--- config.mk ---
export PLATFORM = sky130hd
export DESIGN_NAME = crps_lerp
export DESIGN_NICKNAME = d
export VERILOG_FILES = /design/src/rtl/core/assert_macros.svh /design/src/rtl/core/crps_pkg.sv /design/src/rtl/core/crps_lerp.sv
export SDC_FILE = /design/constraint.sdc
export NUM_CORES = 2
export LEC_CHECK = 0
export ABC_AREA = 1
export BUFFER_PORTS_ARGS = -buffer_cell sky130_fd_sc_hd__buf_2
export CORE_ASPECT_RATIO = 1.25
export CORE_MARGIN = 1.5
export CORE_UTILIZATION = 67
export CTS_BUF_LIST = sky130_fd_sc_hd__clkbuf_4 sky130_fd_sc_hd__clkbuf_8 sky130_fd_sc_hd__clkbuf_16
export DETAILED_ROUTE_END_ITERATION = 10
export PLACE_DENSITY = 0.85
export SYNTH_ARGS = -nofsm -noshare
export SYNTH_HDL_FRONTEND = slang
export SYNTH_SLANG_ARGS = --single-unit
export TNS_END_PERCENT = 100
--- constraint.sdc ---
create_clock -name clk -period 8.6 [get_ports clk]
set_input_delay 2.58 -clock clk [delete_from_list [all_inputs] [get_ports clk]]
set_output_delay 2.58 -clock clk [all_outputs]
set_load 0.05 [all_outputs]
--- src/rtl/core/assert_macros.svh ---
// Assertion macros shared by the spline evaluator RTL.
`ifndef ASSERT_MACROS_SVH
`define ASSERT_MACROS_SVH
`ifndef ASSERT_OFF
`define CRPS_ASSERT(lbl, ck, rs, prop) \
  lbl: assert property (@(posedge ck) disable iff (rs) prop) \
    else $error("crps assertion failed");
`define CRPS_NEVER(lbl, ck, rs, cond) \
  lbl: assert property (@(posedge ck) disable iff (rs) !(cond)) \
    else $error("crps forbidden condition seen");
`else
`define CRPS_ASSERT(lbl, ck, rs, prop)
`define CRPS_NEVER(lbl, ck, rs, cond)
`endif
`endif

--- src/rtl/core/crps_pkg.sv ---
`default_nettype none
package crps_pkg;

  localparam int FRAC_BITS_DEF = 16;
  localparam int QW            = 32;
  localparam int DIV_LAT       = QW + 2;
  localparam int LERP_LAT      = 3;

  localparam logic signed [31:0] Q_MAX = 32'sh7FFF_FFFF;
  localparam logic signed [31:0] Q_MIN = 32'sh8000_0000;

  typedef struct packed {
    logic signed [31:0] point_before;
    logic signed [31:0] start_point;
    logic signed [31:0] end_point;
    logic signed [31:0] point_after;
    logic signed [31:0] knot_before;
    logic signed [31:0] knot_start;
    logic signed [31:0] knot_end;
    logic signed [31:0] knot_after;
    logic signed [31:0] sample_time;
  } item_t;

  typedef struct packed {
    logic signed [31:0] position;
    logic signed [31:0] slope;
    logic               degenerate;
    logic               saturated;
  } result_t;

  typedef struct packed {
    logic signed [31:0] value;
    logic               clip;
  } satq_t;

  function automatic logic signed [32:0] sub33(input logic signed [31:0] a,
                                               input logic signed [31:0] b);
    sub33 = $signed({a[31], a}) - $signed({b[31], b});
  endfunction

  function automatic satq_t add_sat(input logic signed [31:0] a,
                                    input logic signed [31:0] b);
    logic [32:0] s;
    satq_t       r;
    s = {a[31], a} + {b[31], b};
    if (s[32] != s[31]) begin
      r.value = s[32] ? Q_MIN : Q_MAX;
      r.clip  = 1'b1;
    end else begin
      r.value = s[31:0];
      r.clip  = 1'b0;
    end
    return r;
  endfunction

endpackage
`default_nettype wire

--- src/rtl/core/crps_lerp.sv ---
`default_nettype none
// y = x0 + round(w * (x1 - x0) / 2^FRAC_BITS), saturated; three stages.
module crps_lerp #(
  parameter int FRAC_BITS = crps_pkg::FRAC_BITS_DEF
) (
  input  logic               clk,
  input  logic               en,
  input  logic signed [31:0] x0,
  input  logic signed [31:0] x1,
  input  logic signed [31:0] w,
  output logic signed [31:0] y,
  output logic               clip
);

  logic signed [32:0] diff;
  logic [31:0]        mw_1, mx_1;
  logic               neg_1, neg_2;
  logic signed [31:0] x0_1, x0_2;
  logic [63:0]        prod_2;
  logic [63:0]        rnd;
  logic signed [65:0] mag_s, sum;

  assign diff = crps_pkg::sub33(x1, x0);

  always_ff @(posedge clk) begin
    if (en) begin
      mw_1  <= w[31] ? (~w + 32'd1) : w;
      mx_1  <= diff[32] ? 32'(-diff) : diff[31:0];
      neg_1 <= w[31] ^ diff[32];
      x0_1  <= x0;
      prod_2 <= 64'(mw_1) * 64'(mx_1);
      neg_2  <= neg_1;
      x0_2   <= x0_1;
    end
  end

  assign rnd   = (prod_2 + (64'd1 << (FRAC_BITS - 1))) >> FRAC_BITS;
  assign mag_s = $signed({2'b00, rnd});
  assign sum   = $signed({{34{x0_2[31]}}, x0_2}) + (neg_2 ? -mag_s : mag_s);

  always_ff @(posedge clk) begin
    if (en) begin
      if (sum > 66'sd2147483647) begin
        y    <= crps_pkg::Q_MAX;
        clip <= 1'b1;
      end else if (sum < -66'sd2147483648) begin
        y    <= crps_pkg::Q_MIN;
        clip <= 1'b1;
      end else begin
        y    <= sum[31:0];
        clip <= 1'b0;
      end
    end
  end

endmodule
`default_nettype wire

# Yosys cells after proc, flatten, opt, wreduce, memory -nomap -nowiden
# Cells that the tools add are included.
# totals
reg_bits	227
output_inout_bits	33
wordCells	26
# op_classes
add_sub_neg	6
n_mul	1
n_lt_le_gt_ge	2
mux	5
bitwise_logic	2
# op_table
op	count
$add 32x66->66	1
$gt 66x32->1 const B	1
$lt 66x32->1 const B	1
$mux 66	1
$neg 48->66	1
$add 64x16->64 const B	1
$mul 32x32->64	1
$mux 32	2
$sub 32x32->33	1
$add 32x1->32 const B	1
$neg 32->32	1
$not 32->32	1
$mux 31	1
$mux 1	1
$xor 1x1->1	1

# Depth between registers and ports, before layout
# logic_depth
word_depth	6
ltp_mapped	42
depth_no_buf	41

# Worst setup path before layout
# Ideal clock, no wire load.
# synth_path
kind	register to register
start	register mx_1[5]
end	register prod_2[46], data pin
arrival_ns	6.786
path_slack_ns	1.554
path_stages_with_launch	32
n_path_buf	1
period_less_slack_ns	7.046
path_cell_list	edfxtp_1 > clkbuf_1 > nand2_1 > fa_1 > inv_1 > fa_1 > inv_1 > fa_1 > inv_1 > fa_1 > fa_1 > inv_1 > fa_1 > inv_1 > fa_1 > inv_1 > fa_1 > inv_1 > ha_1 > a21oi_1 > inv_1 > a21oi_1 > inv_1 > a21oi_1 > o221a_2 > inv_1 > a21oi_1 > inv_1 > a21oi_1 > inv_1 > a21oi_1 > xnor2_1
# synth_via
elab_chain_len	1
# synth_lines
element	line_no	rtl
start, declared	crps_lerp.sv:16	logic [31:0] mw_1, mx_1;
start signal, assigned	crps_lerp.sv:28	mx_1 <= diff[32] ? 32'(-diff) : diff[31:0];
$mul 32x32->64	crps_lerp.sv:31	prod_2 <= 64'(mw_1) * 64'(mx_1);
end signal, assigned	crps_lerp.sv:31	
end, declared	crps_lerp.sv:19	logic [63:0] prod_2;
# No other way between the ends.
# A chain may end at the register's enable or synchronous reset.

# Final worst setup path
# layout_path
start	register mx_1[20]
end	register prod_2[52], data pin
# The elaborated chain is that of the path after synthesis.

==> flow_metrics.tcl <==
set metrics [dict create \
    cap_violations 0 \
    postLayoutCoreUtil 0.717 \
    die_w_um 254 \
    syn_area_sq_um 52700 \
    worstSetupPathType "reg -> reg" \
    antenna_found_initial 6 \
    crit_fanout 18 \
    grt_max_degree 180 \
    htree_levels 1 \
    remaining_drc_errors 0 \
    grt_pass1_vias 49135 \
    viasPerCell 5.73 \
    grt_pass1_wl_um 257000 \
    place.gp.congestion 1.01 \
    async_flop_share 0 \
    slew_viol_final 0 \
    ys.flop_type "edfxtp_1" \
    syn-num-nets 8391 \
    avgSynthCellArea_sq_um 7.49 \
    rows 114 \
    syn-instance-count 7033 \
    ioPinCount 131 \
    yosysTopAreaCellShare 0.341 \
    firstDrtPassIters 8 \
    fmax_mhz 124 \
    fill_cells 6197 \
    die_y_um 316 \
    multi_input_area_sq_um 38900 \
    fin_crit_ps 8040 \
    syn_to_final_growth_pct 5.69 \
    clock_path_buffers 3 \
    yosys-top-cells-area "fa_1 34%, nand2_1 14%, inv_1 13%, edfxtp_1 12%, ha_1 8.6%" \
    insertion_delay_ps 590 \
    tightest_slew_ps 1120 \
    ctsResizeCount 0 \
    hold_viol 0 \
    finalSetupViolations 0 \
    most-common-layout-cells "2011 x nand2_1, 1759 x inv_1, 897 x fa_1" \
    cts_setup_buffers 0 \
    core-area_sq_um 77600 \
    rsz0062_at_grt "no" \
    fin_crit_sh 0.935 \
    grt_use_total 0.423 \
    cts_tree "done" \
    vias 46876 \
    grt-ovfl-total 0 \
    dp.cells 8129 \
    die_area_sq_um 80300 \
    ys_ff_latch 212 \
    wirelength_um 167000 \
    yosysSeqAreaShare 0.121 \
    slew_headroom 0.257 \
    arrival_ps 8360 \
    clockRootBuffer "clkbuf_16" \
    clock_sinks 212 \
    synth_area_leader_cell "fa_1" \
    status "finished, final reports clean" \
    min_path_type "reg -> reg" \
    setup_tns_ps 0 \
    port_buffers 130 \
    ant_nets 0 \
    yosys_warnings 0 \
    avgRoutedWirePerCell_um 20.4 \
    finalNonFillerCells 8174 \
    dp_hpwl_um 141000 \
    final-seq-area_sq_um 6370 \
    drt_iter0_markers 3813 \
    synth_cell_types 50 \
    drive_above_1_share 0.0568 \
    whs_ps 418 \
    cts_buffers 24 \
    clk_transition_reported_paths_ps 70 \
    start_util 0.679 \
    fin_skew_ps 36.0 \
    synth_edf_count 212 \
    postCtsHoldBufs 0 \
    crit_path_end_kind "flip-flop" \
    final_nets 8469 \
    required_ps 8920 \
    final_common_cell "nand2_1" \
    start_kind "flip-flop" \
]
final cells by class:
class,instances,share of cell area
Antenna cell,4,0.000180
Clock buffer,29,0.0115
Clock inverter,12,0.00211
Inverter,1762,0.119
Multi-Input combinational cell,4847,0.698
Sequential cell,212,0.114
Tap cell,1044,0.0235
Timing Repair Buffer,264,0.0315
stage by stage:
stage,setup slack [ps],cell area [sq um]
6_report,559,55700
3_5_place_dp,687,54900
2_1_floorplan,1550,52700
4_1_cts,680,55600
5_1_grt,239,55700
3_3_place_gp,813,54900
Yosys cell counts, types with 5 or more instances:
cell type / instances
nand2_2: 51
nand3_1: 158
inv_1: 1759
nor4_1: 16
nor2_2: 16
a31oi_1: 24
o21bai_1: 21
o21ai_0: 135
clkbuf_1: 202
xnor2_1: 66
xor2_1: 133
and2_1: 5
nor2_1: 460
nand3_2: 6
or2_2: 5
a21o_1: 13
nor3_1: 48
a21boi_0: 5
nor2_4: 12
o31ai_1: 6
ha_1: 363
nand2_1: 2011
o21a_1: 12
a21oi_1: 229
edfxtp_1: 212
fa_1: 897
nand4_1: 94
nand3b_1: 27
registers in the layout, indices dropped and copies added (netlist names):
name	flops
mx_1	32
prod_2	49
y	32
clip	1
neg_1	1
mw_1	32
neg_2	1
x0_1	32
x0_2	32
per-layer routing:
| layer | routed length [um] | up-vias | GRT usage | share of wire |
|---|---|---|---|---|
| met5 | 27 | - | 0 | 0.00016 |
| met4 | 16300 | 4 | 0.346 | 0.098 |
| met3 | 13400 | 850 | 0.0679 | 0.081 |
| met2 | 81500 | 2522 | 0.738 | 0.49 |
| met1 | 55300 | 22513 | 0.453 | 0.33 |
| li1 | - | 20987 | - | - |
worst paths after layout:
kind / startpoint / endpoint / slack [ps] / cells after the start
hold / removal: x0_1[21]$_DFFE_PP_ / x0_2[21]$_DFFE_PP_ / 420 / 0
hold reg to reg: x0_1[21]$_DFFE_PP_ / x0_2[21]$_DFFE_PP_ / 420 / 0
setup / recovery: mx_1[20]$_DFFE_PP_ / prod_2[52]$_DFFE_PP_ / 560 / 24
setup reg to reg: mx_1[20]$_DFFE_PP_ / prod_2[52]$_DFFE_PP_ / 560 / 24
critical path, cell delays in order (launching register included):
cell and delay [ps]:
edfxtp_1 990, buf_4 320, nand2_1 90, fa_1 490, inv_1 60, fa_1 530
inv_1 70, fa_1 510, inv_1 50, fa_1 490, fa_1 550, inv_1 60
fa_1 510, fa_1 550, inv_1 50, fa_1 490, ha_1 400, a21oi_1 240
inv_1 60, a21oi_1 180, o21a_1 230, o21ai_0 130, a221oi_1 350, o21ai_0 180
xor2_1 160
cell families (layout without fill, tap and decap cells):
logic type | count (synthesis) | in the layout | synth area share
and+or+nand+nor | 2921 | 2921 | 0.228
AOI/OAI and AO/OA | 467 | 467 | 0.0492
adders and majority gates | 1260 | 1260 | 0.427
other | 0 | 4 | 0
buffers and inverters | 1974 | 2067 | 0.141
xor gates and xnor gates | 199 | 199 | 0.0331
DFF | 212 | 212 | 0.121
Power is left out: the tool's default activity adds up to more than one toggle a clock period on the data nets, which glitch-free logic cannot reach.
