### config.mk
export PLATFORM = sky130hd
export DESIGN_NAME = crps_div
export DESIGN_NICKNAME = d
export VERILOG_FILES = /design/src/rtl/core/assert_macros.svh /design/src/rtl/core/crps_pkg.sv /design/src/rtl/core/crps_div.sv
export SDC_FILE = /design/constraint.sdc
export NUM_CORES = 2
export LEC_CHECK = 0
export BUFFER_PORTS_ARGS = -buffer_cell sky130_fd_sc_hd__buf_2
export CORE_UTILIZATION = 65
export CTS_BUF_LIST = sky130_fd_sc_hd__clkbuf_4 sky130_fd_sc_hd__clkbuf_8
export DETAILED_ROUTE_END_ITERATION = 8
export PLACE_DENSITY = 0.81
export SYNTH_ARGS = -nofsm -noshare
export SYNTH_HDL_FRONTEND = slang
export SYNTH_MEMORY_MAX_BITS = 65536
export SYNTH_SLANG_ARGS = --single-unit
### constraint.sdc
create_clock -name clk -period 7.4 [get_ports clk]
set_input_delay 0.74 -clock clk [delete_from_list [all_inputs] [get_ports clk]]
set_output_delay 0.74 -clock clk [all_outputs]
set_load 0.03 [all_outputs]
### src/rtl/core/assert_macros.svh
// Assertion macros shared by the spline evaluator RTL.
`ifndef ASSERT_MACROS_SVH
`define ASSERT_MACROS_SVH
`ifndef ASSERT_OFF
`define CRPS_ASSERT(lbl, ck, rs, prop) \
  lbl: assert property (@(posedge ck) disable iff (rs) prop) \
    else $error("crps assertion failed");
`define CRPS_NEVER(lbl, ck, rs, cond) \
  lbl: assert property (@(posedge ck) disable iff (rs) !(cond)) \
    else $error("crps forbidden condition seen");
`else
`define CRPS_ASSERT(lbl, ck, rs, prop)
`define CRPS_NEVER(lbl, ck, rs, cond)
`endif
`endif

### src/rtl/core/crps_pkg.sv
`default_nettype none
package crps_pkg;

  localparam int FRAC_BITS_DEF = 16;
  localparam int QW            = 32;
  localparam int DIV_LAT       = QW + 2;
  localparam int LERP_LAT      = 3;

  localparam logic signed [31:0] Q_MAX = 32'sh7FFF_FFFF;
  localparam logic signed [31:0] Q_MIN = 32'sh8000_0000;

  typedef struct packed {
    logic signed [31:0] point_before;
    logic signed [31:0] start_point;
    logic signed [31:0] end_point;
    logic signed [31:0] point_after;
    logic signed [31:0] knot_before;
    logic signed [31:0] knot_start;
    logic signed [31:0] knot_end;
    logic signed [31:0] knot_after;
    logic signed [31:0] sample_time;
  } item_t;

  typedef struct packed {
    logic signed [31:0] position;
    logic signed [31:0] slope;
    logic               degenerate;
    logic               saturated;
  } result_t;

  typedef struct packed {
    logic signed [31:0] value;
    logic               clip;
  } satq_t;

  function automatic logic signed [32:0] sub33(input logic signed [31:0] a,
                                               input logic signed [31:0] b);
    sub33 = $signed({a[31], a}) - $signed({b[31], b});
  endfunction

  function automatic satq_t add_sat(input logic signed [31:0] a,
                                    input logic signed [31:0] b);
    logic [32:0] s;
    satq_t       r;
    s = {a[31], a} + {b[31], b};
    if (s[32] != s[31]) begin
      r.value = s[32] ? Q_MIN : Q_MAX;
      r.clip  = 1'b1;
    end else begin
      r.value = s[31:0];
      r.clip  = 1'b0;
    end
    return r;
  endfunction

endpackage
`default_nettype wire

### src/rtl/core/crps_div.sv
`default_nettype none
// Pipelined restoring divider: num * 2^FRAC_BITS / den, rounded half away
// from zero, saturated to 32 bits. One quotient bit per stage.
module crps_div #(
  parameter int FRAC_BITS = crps_pkg::FRAC_BITS_DEF
) (
  input  logic               clk,
  input  logic               en,
  input  logic signed [32:0] num,
  input  logic        [31:0] den,
  output logic signed [31:0] quo,
  output logic               clip
);

  localparam int QW = crps_pkg::QW;
  localparam int NW = 33 + FRAC_BITS;

  logic [31:0]    mag;
  logic [NW-1:0]  n_full;
  logic           ovf_in;

  logic [31:0]    rem   [0:QW];
  logic [QW-1:0]  low   [0:QW];
  logic [QW-1:0]  qbits [0:QW];
  logic [31:0]    dsor  [0:QW];
  logic           neg   [0:QW];
  logic           ovf   [0:QW];

  logic [QW-1:0]  q_fin;
  logic           clip_fin;

  assign mag    = num[32] ? 32'(-num) : num[31:0];
  assign n_full = (NW'(mag) << FRAC_BITS) + NW'(den >> 1);
  assign ovf_in = 32'(n_full[NW-1:QW]) >= den;

  always_ff @(posedge clk) begin
    if (en) begin
      rem[0]   <= 32'(n_full[NW-1:QW]);
      low[0]   <= n_full[QW-1:0];
      qbits[0] <= '0;
      dsor[0]  <= den;
      neg[0]   <= num[32];
      ovf[0]   <= ovf_in;
    end
  end

  for (genvar i = 1; i <= QW; i++) begin : g_step
    logic [32:0] trial;
    logic        ge;
    assign trial = {rem[i-1], low[i-1][QW-1]};
    assign ge    = trial >= {1'b0, dsor[i-1]};
    always_ff @(posedge clk) begin
      if (en) begin
        rem[i]   <= ge ? 32'(trial - {1'b0, dsor[i-1]}) : trial[31:0];
        low[i]   <= low[i-1] << 1;
        qbits[i] <= {qbits[i-1][QW-2:0], ge};
        dsor[i]  <= dsor[i-1];
        neg[i]   <= neg[i-1];
        ovf[i]   <= ovf[i-1];
      end
    end
  end

  assign q_fin    = qbits[QW];
  assign clip_fin = ovf[QW] || (!neg[QW] && q_fin[QW-1])
                 || (neg[QW] && q_fin[QW-1] && (|q_fin[QW-2:0]));

  always_ff @(posedge clk) begin
    if (en) begin
      clip <= clip_fin;
      if (clip_fin) begin
        quo <= neg[QW] ? crps_pkg::Q_MIN : crps_pkg::Q_MAX;
      end else begin
        quo <= neg[QW] ? $signed(~q_fin + 32'd1) : $signed(q_fin);
      end
    end
  end

endmodule
`default_nettype wire

# Yosys cells after proc, flatten, opt, wreduce, memory -nomap -nowiden
# Memories as Yosys holds them, arrays and structs flattened.
# Cells that the tools add are included.
# word_totals
regBits	33
ram_bits	4290
out_inout_bits	33
n_memories	6
# mem_list
memory	words	word_bits	read_ports	rd_clocked_by_memory_dff	wr	line_no	source
dsor	33	32	32	0	33	crps_div.sv:25	logic [31:0] dsor [0:QW];
low	33	32	32	0	33	crps_div.sv:23	logic [QW-1:0] low [0:QW];
qbits	33	32	33	0	33	crps_div.sv:24	logic [QW-1:0] qbits [0:QW];
rem	33	32	32	0	33	crps_div.sv:22	logic [31:0] rem [0:QW];
neg	33	1	33	0	33	crps_div.sv:26	logic neg [0:QW];
ovf	33	1	33	0	33	crps_div.sv:27	logic ovf [0:QW];
# classes
n_addsub	35
magnitude_cmp	33
muxes	38
bitwise_logic	1
n_reduce_logical	7
# op_table
op	n
two-way mux 32 bit	36
>= comparator 33 x 32 -> 1 bit	32
subtractor 32 bit	32
adder 48 x 31 -> 49 bit	1
adder 32 x 1 -> 32 bit (second input constant)	1
>= comparator 17 x 32 -> 1 bit	1
negation 32 bit	1
NOT 32 bit	1
OR reduction 31 bit	1
logical AND 1 bit	3
logical OR 1 bit	2
two-way mux 1 bit	2
logical NOT 1 bit	1

# Depth between registers and ports, before layout
# depth
depth_word	5
ltp_mapped	28
depth_no_buf	27

# Least setup slack after synthesis
# OpenSTA, ideal clock, no wires.
# synth_path
kind	input -> register
from	in num[32]
to	mem ovf[0][0] (data pin)
setup_ns	0.267
arrival_time_ns	5.099
required_ns	7.133
path_slack_ns	2.033
path_stages	28
path_cell_list	clkbuf_8 -> clkbuf_1 -> clkbuf_1 -> buf_1 -> nand2_1 -> o21ai_0 -> ha_1 -> a21o_1 -> a21oi_1 -> o21ai_0 -> o2111ai_1 -> a31oi_1 -> o31a_1 -> o21a_1 -> nor2_1 -> nor3_1 -> xnor2_1 -> ha_1 -> a21oi_1 -> nor2b_1 -> o21ai_0 -> nand2b_1 -> a21oi_1 -> nor2b_1 -> o21ai_0 -> a21oi_1 -> o31ai_1 -> a31oi_1
# synth_rtl
item	line_no	source
start, declared	crps_div.sv:9	input logic signed [32:0] num,
end, declared	crps_div.sv:27	

==> metrics.md <==
| Metric | Value |
|---|---|
| Status | `complete, no violations` |
| Final RePlAce weighted congestion | `0.954` |
| Min-Delay Path Class | `in2reg` |
| Clk_lat worst skew | `1120 ps` |
| Sum of negative setup slack | `0 ps` |
| Net Switching | `25.4 mW` |
| Net count of the mapped netlist | `13,794` |
| Clock Pin Slew Worst Setup and Hold Paths | `70 ps` |
| Number of cells on the worst hold path | `1` |
| Post-Syn Area per Cell | `11.7 um^2` |
| Number of ports placed on the die boundary | `100` |
| Sequential group share of total power | `37.0%` |
| Effective utilization at floorplan | `65.7%` |
| Worst setup timing slack at the placement stage | `1180 ps` |
| Synthesis warning total | `0` |
| Combinational power share | `43.3%` |
| Most used flip-flop cell after synthesis | `sky130_fd_sc_hd__edfxtp_1` |
| Multi-input gate area in the final layout | `58,700 um^2` |
| Crit. End Element | `flop` |
| Type of the worst setup path | `reg2reg` |
| Die W | `480 um` |
| FF-to-FF setup slack | `2060 ps` |
| Worst flop-to-flop path endpoint | `rem[0][826]` |
| Actual transition at the worst max-transition pin | `1330 ps` |
| Cell variety after synth | `102` |
| Hold Path Sink | `qbits[0][326]` |
| First-pass GRT wire length | `542,000 um` |
| Time the worst path needs with I/O delays and setup | `5340 ps` |
| Highest-count cells in the layout ignoring fill and taps | `2,796 x sky130_fd_sc_hd__edfxtp_1, 1,295 x sky130_fd_sc_hd__inv_1, 1,044 x sky130_fd_sc_hd__ha_1, 1,037 x sky130_fd_sc_hd__a21oi_1, 889 x sky130_fd_sc_hd__nand2_1` |
| Number of synthesized register bits | `2,796` |
| Antenna violations before repair | `25` |
| Row count | `174` |
| Endpoint required time on the critical path | `8190 ps` |
| FF/Latch Area | `84,000 um^2` |
| Clk_skew | `97.5 ps` |
| Hold violation total from the final report | `0` |
| Sequential fraction of the synthesis area | `56.6%` |
| Total CTS buffers | `457` |
| Final critical-path share of the clock period | `72.1%` |
| Instance count of the mapped netlist | `12,651` |
| Length of the first detailed-routing pass in iterations | `8` |
| Max frequency | `0.187 GHz` |
| Fraction of layout instances using a drive strength above 1 | `9.78%` |
| Gr ovfl total | `0` |
| Post-synth design cell area | `148,000 um^2` |
| Area added between synthesis and finish | `9.09%` |
| Highest ir drop seen on vdd | `0.000258 V` |
| HPWL Detailed | `258,000 um` |
| Share of async-settable or async-resettable flops after synthesis | `0%` |
| Most common cell after layout, fill and taps aside | `sky130_fd_sc_hd__edfxtp_1` |
| Pin count of the biggest net entering global routing | `196` |
| Resized cells post-CTS | `0` |
| Total setup violations reported at the end of the flow | `0` |
| Violation count after the first detailed-route iteration | `10,062` |
| Total power divided by cell area | `422 nW/um^2` |
| Worst path buffer plus inverter count | `1` |
| WP data arrival | `6120 ps` |
| Critical Path Source Type | `flop` |
| Total track usage | `30.0%` |
| Via Count | `100,477` |
| Number of vias per cell | `6.12` |
| Routed WL per cell | `21.3 um` |
| Startpoint of the worst-slack reg-to-reg timing path | `rem[0][768]` |
| Routed WL | `349,000 um` |
| Number of global-route vias before repair | `97,321` |
| Total die area | `230,000 um^2` |
| Count of nets left with antenna violations after detail routing | `0` |
| Slew margin rel. | `11.5%` |
| Die span in y | `480 um` |
| Depth of the CTS H-tree | `5` |
| Cells traversed along the worst timing path | `ha_1 > nor2b_1 > o31ai_1 > nand3_1 > a21oi_1 > o21ai_1 > a211oi_1 > o21ai_1 > a221oi_1 > o21ai_0 > a31oi_4 > buf_4 > o21ai_0` |
| CTS Buffer Depth | `4` |
| Switching fraction of total power | `37.2%` |
| Clock power frac | `19.7%` |
| Max Cap Violations | `0` |
| Count of pins over their slew limit | `0` |
| Setup slack after layout | `2060 ps` |
| Number of buffers added on ports | `99` |
| Total leakage power | `65.6 nW` |
| RSZ-0062 raised after global routing | `no` |
| P_int | `42.8 mW` |
| Number of inserted filler cells in the final layout | `15,285` |
| Sink count of the clock tree | `2,796` |
| CTS tree | `done` |
| Critical path's slowest cell | `sky130_fd_sc_hd__a31oi_4` |
| Clock root buffer master | `sky130_fd_sc_hd__clkbuf_8` |
| DR DRC count | `0` |
| Nets | `14,207` |
| Path depth of the worst reg2reg path | `13` |
| Worst min-delay path startpoint | `en` |
| Largest delay contributor family on the critical path | `compound AO/OA/AOI/OAI gates` |
| Maximum single-stage delay on the critical path | `810 ps` |
| Crit path max fanout | `32` |
| Total core area | `226,000 um^2` |
| Number of synthesized flops with an enable pin | `2,796` |
worst register-to-register path, delay by kind of cell, from the launching register on:
family	cells	cell delay, ps
AOI/OAI and AO/OA	9	3530
buffers and inverters	1	350
DFF	1	430
and+or+nand+nor	2	430
adders and majority gates	1	340
logic make-up after synthesis:
group,synth area share [%]
XOR/XNOR,5.18
AND/OR/NAND/NOR,8.98
multiplexers,2.63
buffers and inverters,3.95
flip-flops,56.6
adder cells (fa/ha/maj),9.24
AO/OA/AOI/OAI,13.4
sequential cells by signal, summed over array words and instances (netlist names):
signal	cells
clip	1
dsor	1024
low	136
rem	1009
quo	32
ovf	33
neg	33
qbits	528
layout make-up:
class	count	share of cell area [%]
timing repair buffer	206	0.962
sequential	2796	51.9
inverter	1295	3.00
tap	2992	2.31
clock buffer	576	4.46
multi-input combinational	8308	36.3
antenna	18	0.0278
clock inverter	229	1.07
metal layers:
metal | share of wire, % | GRT usage [%] | vias to the layer above
met1 | 44 | 42.1 | 48550
met3 | 6.9 | 4.55 | 759
met2 | 46 | 48.0 | 3918
met4 | 3.4 | 10.4 | 14
li1 | - | - | 47236
met5 | 0.026 | 0 | -
synth_stat cells (88+ instances only):
master | count | area (um^2)
sky130_fd_sc_hd__a21oi_1 | 1039 | 5200
sky130_fd_sc_hd__clkbuf_1 | 208 | 781
sky130_fd_sc_hd__o21bai_1 | 120 | 901
sky130_fd_sc_hd__mux2_2 | 315 | 3550
sky130_fd_sc_hd__xor2_1 | 334 | 2930
sky130_fd_sc_hd__inv_1 | 1295 | 4860
sky130_fd_sc_hd__o21a_1 | 166 | 1250
sky130_fd_sc_hd__o21ai_0 | 843 | 4220
sky130_fd_sc_hd__a21o_1 | 409 | 3070
sky130_fd_sc_hd__a31oi_1 | 88 | 551
sky130_fd_sc_hd__nand3_1 | 167 | 836
sky130_fd_sc_hd__nand4_1 | 145 | 907
sky130_fd_sc_hd__nor2_1 | 698 | 2620
sky130_fd_sc_hd__edfxtp_1 | 2796 | 84000
sky130_fd_sc_hd__xnor2_1 | 543 | 4760
sky130_fd_sc_hd__ha_1 | 1044 | 13100
sky130_fd_sc_hd__nor3_1 | 142 | 711
sky130_fd_sc_hd__nand2b_1 | 175 | 1090
sky130_fd_sc_hd__nor2b_1 | 173 | 1080
sky130_fd_sc_hd__nand2_1 | 894 | 3360
power groups by stage:
stage,clock network [mW],registers (mW),logic (mW)
finish,13.5,25.2,29.5
global route,14.4,25.5,32.5
CTS,13.7,25.2,29.1
detailed placement,0,25.4,28.8
global placement,0,25.4,27.9
floorplan,0,24.3,22.3
worst max-delay path by stage:
stage	startpoint	cells past startpoint	slack [ps]	endpoint
2_1_floorplan	num[32]	28	2030	ovf[0][0]
3_3_place_gp	num[3]	26	850	ovf[0][0]
3_5_place_dp	num[3]	24	1180	ovf[0][0]
4_1_cts	dsor[0][769]	14	2220	rem[0][826]
5_1_grt	dsor[0][769]	14	1710	rem[0][826]
6_report	rem[0][768]	13	2060	rem[0][826]
metrics by stage:
step | instances | hold WS, ps | cell area (um^2) | util [%] | power [mW]
after floorplan | 12651 | 400 | 148000 | - | 46.6
after global placement | 15565 | 400 | 152000 | 67.5 | 53.2
after CTS | 16402 | 58.5 | 162000 | 71.6 | 68.0
after global routing | 16413 | 80.7 | 162000 | 71.6 | 72.4
final | 16420 | 80.7 | 162000 | 71.7 | 68.2
after detailed placement | 15565 | 405 | 152000 | 67.5 | 54.2
timing repair:
action                                  in CTS  in global routing
endpoints found under the setup margin       0                  0
hold buffers                                32                  0
buffers inserted                             0                  0
hold endpoints to repair                    32                  0
Note: power is estimated with default switching activity, not from simulation.
